[src/rtl/core/salct_pkg.sv]
// Shared types and constants of the set-associative LRU cache tracker.
`timescale 1ns / 1ps

package salct_pkg;

  // Field widths of the channels.
  localparam int FUNC_W     = 2;
  localparam int WORD_W     = 64;
  localparam int CNT_W      = 32;
  localparam int OUTCOME_W  = 2;
  localparam int CFG_IDX_W  = 2;
  localparam int CFG_DATA_W = 5;

  // Configuration register widths and reset values.
  localparam int SET_BITS_W = 4;
  localparam int OFFSET_W   = 5;
  localparam int WAYS_W     = 4;
  localparam logic [SET_BITS_W-1:0] SET_BITS_RST = 4'd4;
  localparam logic [OFFSET_W-1:0]   OFFSET_RST   = 5'd4;
  localparam logic [WAYS_W-1:0]     WAYS_RST     = 4'd1;

  // Configuration register indexes.
  localparam logic [CFG_IDX_W-1:0] REG_SET_BITS = 2'd0;
  localparam logic [CFG_IDX_W-1:0] REG_OFFSET   = 2'd1;
  localparam logic [CFG_IDX_W-1:0] REG_WAYS     = 2'd2;

  // Default geometry of the tag store.
  localparam int MAX_SETS_DEF = 256;
  localparam int MAX_WAYS_DEF = 8;

  // The masked set index is below 2**15, so 16 bits hold it and any reduced index.
  localparam int RED_W      = 16;
  localparam int RED_STEP_W = 4;
  localparam logic [RED_STEP_W-1:0] RED_TOP = 4'd15;

  // Operation codes.
  localparam logic [FUNC_W-1:0] FUNC_MODIFY = 2'd2;
  localparam logic [FUNC_W-1:0] FUNC_NONE   = 2'd3;

  // Outcome codes of the first access.
  localparam logic [OUTCOME_W-1:0] OUT_HIT   = 2'd0;
  localparam logic [OUTCOME_W-1:0] OUT_MISS  = 2'd1;
  localparam logic [OUTCOME_W-1:0] OUT_EVICT = 2'd2;
  localparam logic [OUTCOME_W-1:0] OUT_NONE  = 2'd3;

  // One way of one set in the tag store.
  typedef struct packed {
    logic              valid;
    logic [WORD_W-1:0] tag;
    logic [WORD_W-1:0] stamp;
  } line_t;

endpackage

[src/rtl/core/salct_cmp.sv]
// Shared 64-bit comparator used for set reduction, tag match and LRU search.
`timescale 1ns / 1ps

module salct_cmp (
  input  logic [salct_pkg::WORD_W-1:0] a,
  input  logic [salct_pkg::WORD_W-1:0] b,
  output logic                         eq,
  output logic                         lt
);
  import salct_pkg::*;

  // Equality and unsigned less-than of the same operand pair.
  assign eq = (a == b);
  assign lt = (a < b);

endmodule

[config.mk]
export PLATFORM = sky130hd
export DESIGN_NAME = salct_cmp
export DESIGN_NICKNAME = d
export VERILOG_FILES = /design/src/rtl/core/salct_pkg.sv /design/src/rtl/core/salct_cmp.sv
export SDC_FILE = /design/constraint.sdc
export NUM_CORES = 1
export LEC_CHECK = 0
export BUFFER_PORTS_ARGS = -buffer_cell sky130_fd_sc_hd__buf_2
export CORE_UTILIZATION = 35
export DETAILED_ROUTE_END_ITERATION = 6
export PLACE_DENSITY = 0.76
export SLEW_MARGIN = 20
export SYNTH_ARGS = -nofsm -noshare
export SYNTH_HDL_FRONTEND = slang
export SYNTH_SLANG_ARGS = --single-unit
[constraint.sdc]
create_clock -name vclk -period 3.8
set_clock_uncertainty 0.05 [all_clocks]
set_input_delay 0.76 -clock vclk [all_inputs]
set_output_delay 0.76 -clock vclk [all_outputs]
set_load 0.01 [all_outputs]
* Word-level counts from Yosys, hierarchy flattened
Cells that the tools add are included.
** Storage, ports and cells
- Bits in registers :: 0
- Bits in latches :: 0
- Bits in writable memories :: 0
- Memory bits (read-only) :: 0
- Bits of input ports :: 128
- Output and inout bits :: 2
- Logic and storage cells :: 2
- Memories kept :: 0
** Cells by class
- Add/sub/neg operators :: 0
- $mul :: 0
- Div/mod/pow operators :: 0
- Order comparisons :: 1
- Equal/unequal tests :: 1
- Shift operators :: 0
- Multiplexer cells :: 0
- Bitwise logic cells :: 0
- Reductions and logical operators :: 0
** Operators with widths (count)
- $eq A64 B64 Y1 :: 1
- $lt A64 B64 Y1 :: 1

* Depth between registers and ports, before layout
Gate-level depths: netlist (run 1).
- Depth in word-level cells :: 1
- Mapped depth :: 7
- Gate-level depth less buffers :: 7

* Least setup slack after synthesis (run 1)
OpenSTA, ideal clock, no wires.
- Path type :: input to output
- From :: input port b[60] in the netlist's numbering
- To :: output port lt
- Arrival time :: 2.071 ns
- Required time :: 2.990 ns
- Slack :: 0.919 ns
- Cell stages on the path :: 7
- Buffers on the path :: 0
- Path through :: inv_1 > ha_1 > and2_4 > and4_1 > and3_1 > a2bb2oi_2 > nor4_2
** Between the ends
- Longest elaborated chain between the ends :: 1
** Ends and longest elaborated chain
- from (decl) :: line salct_cmp.sv:6 : input logic [salct_pkg::WORD_W-1:0] b,
- $lt A64 B64 Y1 :: line salct_cmp.sv:14 : assign lt = (a < b);
- to (decl) :: line salct_cmp.sv:8 : output logic lt
No other way between the ends.

* Worst setup path in the final report (run 1)
- From :: input port b[30] in the netlist's numbering
- To :: output port lt
Same word-level chain as after synthesis.

==> impl_metrics.env, run 1 <==
export IMPL_overflow=0
export IMPL_seqCellArea_sq_um=0
export IMPL_synth_area_per_cell_sq_um=7.25
export IMPL_tns_ns=0
export IMPL_antenna_left=0
export IMPL_max_freq_ghz=0.315
export IMPL_syn_area_sq_um=1690
export IMPL_initial_utilization_pct=37.5
export IMPL_grt_antenna_before_repair=0
export IMPL_drt_total_wl_um=4280
export IMPL_critical_path_class="in2out"
export IMPL_routedWlPerCell_um=10.3
export IMPL_end_kind="output pin"
export IMPL_grt_pass1_wl_um=7380
export IMPL_arrival_ns=2.36
export IMPL_num_vias=2004
export IMPL_area_growth_pct=42.4
export IMPL_cpPeakStageDelay_ns=0.36
export IMPL_place_area_sq_um=2400
export IMPL_grt_pass1_vias=1922
export IMPL_synthCells=233
export IMPL_leakage_uw=0.00155
export IMPL_core_area_sq_um=4500
export IMPL_yosysUniqueCellTypes=33
export IMPL_nNetsFinal=557
export IMPL_die_width_um=71.5
export IMPL_seq_cell_count=0
export IMPL_worstHoldPathType="in2out"
export IMPL_drive_above_1_share_pct=38.3
export IMPL_drcViolationCount=0
export IMPL_slew_headroom_pct=80.1
export IMPL_via_per_inst=4.83
export IMPL_drt_first_pass_iters=4
export IMPL_rows=24
export IMPL_die_area_sq_um=5110
export IMPL_routabilityCongestion=0.812
export IMPL_ir_drop_v=0.0000389
export IMPL_port_buffers=130
export IMPL_grt_use_total_pct=17.0
export IMPL_worst_slack_ns=0.627
export IMPL_ctsHoldBuffers=0
export IMPL_hpwl_um=4120
export IMPL_tightestPinTransition_ns=0.295
export IMPL_ys_seq_area_share_pct=0
export IMPL_maxCapViolCount=0
export IMPL_pwr_density_cell_nw_per_um2=93.9
export IMPL_fp_dieH_um=71.5
export IMPL_crit_fanout=4
export IMPL_multiInputGateArea_sq_um=1440
export IMPL_syn_num_nets=425
export IMPL_critical_path_buf_inv_count=3
export IMPL_outcome="complete, no violations"
export IMPL_yosys_warnings=0
export IMPL_drt_iter0_drc=21
export IMPL_diodes=0
export IMPL_final_common_cell="buf_2"
export IMPL_post_cts_buffers=0
export IMPL_finalWorstPathRequiredPeriod_ns=3.17
export IMPL_path_cells="buf_2, inv_1, ha_1, nand4_2, nor4_1, nand4_1, a31oi_1, nor4_2, buf_2"
export IMPL_critPathLaunchType="primary input"
export IMPL_finalHoldViolations=0
export IMPL_maxSlewViolCount=0
export IMPL_rsz0062_at_grt="false"
export IMPL_layout_common_cells="buf_2, inv_1, ha_1"
export IMPL_finalSetupViolCount=0
export IMPL_cp_required_ns=2.99
export IMPL_power_uw=226
export IMPL_timing_final_crit_share_pct=83.5
export IMPL_grt_max_degree=5
export IMPL_fill_cells=453
export IMPL_hold_slack_ns=2.10
export IMPL_clock_buffer_count=0
export IMPL_slowest_stage="nor4_1"
export IMPL_ioPinCount=130
export IMPL_timing_critical_path_mode_cell="buf_2"
export IMPL_design_area_sq_um=2400
export IMPL_ctsResizeCount=0
export IMPL_crit_family="simple AND/OR/NAND/NOR gates"
export IMPL_pre_cts_ws_ns=0.574
==> power breakdown <==
group          internal, uW  switching (uW)  total, uW
Combinational           119             106        226
Sequential                0               0          0
Clock                     0               0          0
Total                   119             106        226
==> worst min-delay path: cells and delay by family <==
family,cells,cell delay [ns]
buf+inv,2,0.21
simple gates,3,0.22
fa+ha+maj,1,0.21
==> final timing paths <==
| path | start | endpoint | slack [ns] | cells after the start |
|---|---|---|---|---|
| setup / recovery | b[30] | lt | 0.63 | 9 |
| hold / removal | b[0] | eq | 2.10 | 6 |
==> final cells by class <==
| type | instances | share of cell area (%) |
|---|---|---|
| inverters | 66 | 10.3 |
| multi-input cells | 167 | 59.9 |
| well taps | 52 | 2.71 |
| repair buffers | 130 | 27.1 |
==> synth_stat cells, types with 2 or more instances <==
library cell / number / area (sq um)
nor2_1: 5 / 18.8
ha_1: 64 / 801
a21oi_1: 23 / 115
nand3_1: 5 / 25.0
a31oi_1: 2 / 12.5
inv_1: 66 / 248
o21ai_0: 8 / 40.0
a221oi_1: 3 / 26.3
nand4_1: 14 / 87.6
nor3_1: 3 / 15.0
nand4_2: 2 / 25.0
a21o_1: 2 / 15.0
nand2_1: 15 / 56.3
nor4_2: 2 / 25.0
==> cell families after synthesis <==
kind of cell	share of synthesized area (%)
fa+ha+maj	47.4
simple gates	18.9
buf+inv	14.7
compound gates	19.0
==> through the flow <==
| stage | util [%] | instances |
|---|---|---|
| after floorplan | - | 233 |
| after global placement | 53.4 | 415 |
| after detailed placement | 53.4 | 415 |
| after CTS | 53.4 | 415 |
| after global routing | 53.4 | 415 |
| final | 53.4 | 415 |
==> layer usage <==
layer	up-vias	track usage, %	share of wire [%]
met5	-	0	0
met4	0	1.53	1.0
met3	4	0.985	7.1
met2	87	34.0	49
met1	831	20.6	43
li1	1082	-	-
Note: power is estimated with default switching activity, not from simulation.
==> run 2: changes to the inputs <==
ABC_AREA = 1   (was unset)
clock period = 3 ns   (was 3.8 ns; I/O delays follow)
==> run 2 against run 1 <==
Compared with the run above: worst setup slack worse by 0.14 ns; sequential share of layout area stayed put; routed wire length shrank 5.4%; combinational power rose by 25%; die area grew 1.9%; flip-flop and latch count unchanged; largest cell class unchanged; final cell count increased by 14%; first-iteration DRC count fell by 48%; critical path depth rose by 1; synthesized area up 1.9%; highest routed layer is now met3; core utilization shrank 1.4 points.
==> impl_metrics.env, run 2 <==
export IMPL_outcome="complete, no violations"
export IMPL_drt_total_wl_um=4050
export IMPL_routedWlPerCell_um=8.53
export IMPL_syn_area_sq_um=1720
export IMPL_drive_above_1_share_pct=33.1
export IMPL_yosys_top_cells_count="inv_1, nand2_1, ha_1, a21oi_1, nor2_1"
export IMPL_area_growth_pct=42.7
export IMPL_slew_headroom_pct=83.9
export IMPL_critPathLaunchType="primary input"
export IMPL_initial_utilization_pct=36.5
export IMPL_synth_area_per_cell_sq_um=6.19
export IMPL_clock_buffer_count=0
export IMPL_port_buffers=130
export IMPL_tightestPinTransition_ns=0.239
export IMPL_p_int_uw=145
export IMPL_finalWorstPathRequiredPeriod_ns=2.51
export IMPL_leakage_uw=0.00170
export IMPL_combPwrFrac_pct=100.0
export IMPL_ir_drop_v=0.0000535
export IMPL_via_per_inst=4.36
export IMPL_overflow=0
export IMPL_worstHoldPathType="in2out"
export IMPL_ys_seq_area_share_pct=0
export IMPL_synth_top_cell_by_area="ha_1"
export IMPL_die_area_sq_um=5200
export IMPL_multiInputGateArea_sq_um=1430
export IMPL_rows=25
export IMPL_post_cts_buffers=0
export IMPL_crit_fanout=2
export IMPL_startpoint="b[31]"
export IMPL_end_kind="output pin"
export IMPL_synthCells=278
export IMPL_arrival_ns=1.86
export IMPL_tns_ns=0
export IMPL_grt_max_degree=4
export IMPL_place_area_sq_um=2460
export IMPL_drcViolationCount=0
export IMPL_yosysMostFrequentCell="inv_1"
export IMPL_drt_iter0_drc=11
export IMPL_power_share_clock_pct=0
export IMPL_yosysUniqueCellTypes=17
export IMPL_drt_first_pass_iters=4
export IMPL_fp_dieH_um=72.1
export IMPL_seqCellArea_sq_um=0
export IMPL_core_area_sq_um=4720
export IMPL_finalHoldViolations=0
export IMPL_diodes=0
export IMPL_layout_common_cells="buf_2, inv_1, nand2_1"
export IMPL_yosysTopAreaCellShare_pct=46.5
export IMPL_antenna_left=0
export IMPL_power_frac_seq_pct=0
export IMPL_die_width_um=72.1
export IMPL_routabilityCongestion=0.754
export IMPL_syn_num_nets=470
export IMPL_critical_path_class="in2out"
export IMPL_max_freq_ghz=0.398
export IMPL_grt_pass1_wl_um=6810
export IMPL_nNetsFinal=602
export IMPL_pwr_density_cell_nw_per_um2=115
export IMPL_num_vias=2072
export IMPL_ioPinCount=130
export IMPL_synth_area_leaders="ha_1, inv_1, nand2_1"
export IMPL_ctsResizeCount=0
export IMPL_worstHoldStart="a[63]"
export IMPL_maxCapViolCount=0
export IMPL_finalSetupViolCount=0
export IMPL_yosys_warnings=0
export IMPL_p_sw_uw=137
export IMPL_cp_required_ns=2.35
export IMPL_hpwl_um=3980
export IMPL_ctsHoldBuffers=0
export IMPL_final_common_cell="buf_2"
export IMPL_grt_pass1_vias=1903
export IMPL_maxSlewViolCount=0
export IMPL_timing_final_crit_share_pct=83.8
export IMPL_grt_use_total_pct=15.3
export IMPL_design_area_sq_um=2460
export IMPL_fill_cells=499
export IMPL_rsz0062_at_grt="false"
export IMPL_grt_antenna_before_repair=0
export IMPL_switching_share_pct=48.6
export IMPL_seq_cell_count=0
==> run 2: cell count changes after synthesis, sizes merged, moves of 2 or more <==
cell | previous run | this run
nand2 | 15 | 67
a221oi | 3 | 0
nand4 | 16 | 4
o21bai | 0 | 2
a21oi | 24 | 28
a2bb2oi | 2 | 0
a31oi | 2 | 0
inv | 66 | 77
nor2 | 5 | 17
o21ai | 9 | 5
==> run 2: final timing paths <==
| path | slack, ns | cells after the start | end |
|---|---|---|---|
| max | 0.49 | 10 | eq |
| min | 1.74 | 8 | lt |
==> run 2: critical path: stages <==
cell and delay, ns:
buf_2 0.08, inv_1 0.03, ha_1 0.28, nand2_1 0.06, nor2_1 0.14, nand2_1 0.09, nor2_1 0.16, nand4_1 0.14
nor3_2 0.12, buf_2 0.15
==> run 2: stage by stage <==
| stage | hold WS (ns) | setup slack (ns) | std cells | util (%) | total power, uW |
|---|---|---|---|---|---|
| final | 1.74 | 0.485 | 475 | 52.0 | 282 |
| after global routing | 1.82 | 0.242 | 475 | 52.0 | 337 |
| after CTS | 1.73 | 0.420 | 475 | 52.0 | 289 |
| after detailed placement | 1.73 | 0.423 | 475 | 52.0 | 287 |
| after global placement | 1.70 | 0.451 | 475 | 52.0 | 276 |
| after floorplan | 1.49 | 0.732 | 278 | - | 164 |
==> run 2: cell type report <==
| class | count | area share [%] |
|---|---|---|
| Timing Repair Buffer | 130 | 26.5 |
| Inverter | 77 | 11.8 |
| Tap cell | 67 | 3.41 |
| Multi-Input combinational cell | 201 | 58.3 |
==> run 2: cells by family after synthesis <==
family          synth area share (%)
simple gates                    24.9
buf+inv                         16.8
fa+ha+maj                       46.5
compound gates                  11.8
==> run 2: power by group through the flow <==
stage          registers [uW]  logic (uW)  clock network (uW)
4_1_cts                     0         289                   0
3_5_place_dp                0         287                   0
2_1_floorplan               0         164                   0
6_report                    0         282                   0
3_3_place_gp                0         276                   0
5_1_grt                     0         337                   0
==> run 2: metal layers <==
layer | track usage, % | vias to the layer above | routed length (um)
met5 | 0 | - | 0
met2 | 31.5 | 81 | 2050
li1 | - | 1142 | -
met1 | 17.3 | 849 | 1670
met4 | 0 | 0 | 0
met3 | 2.08 | 0 | 339
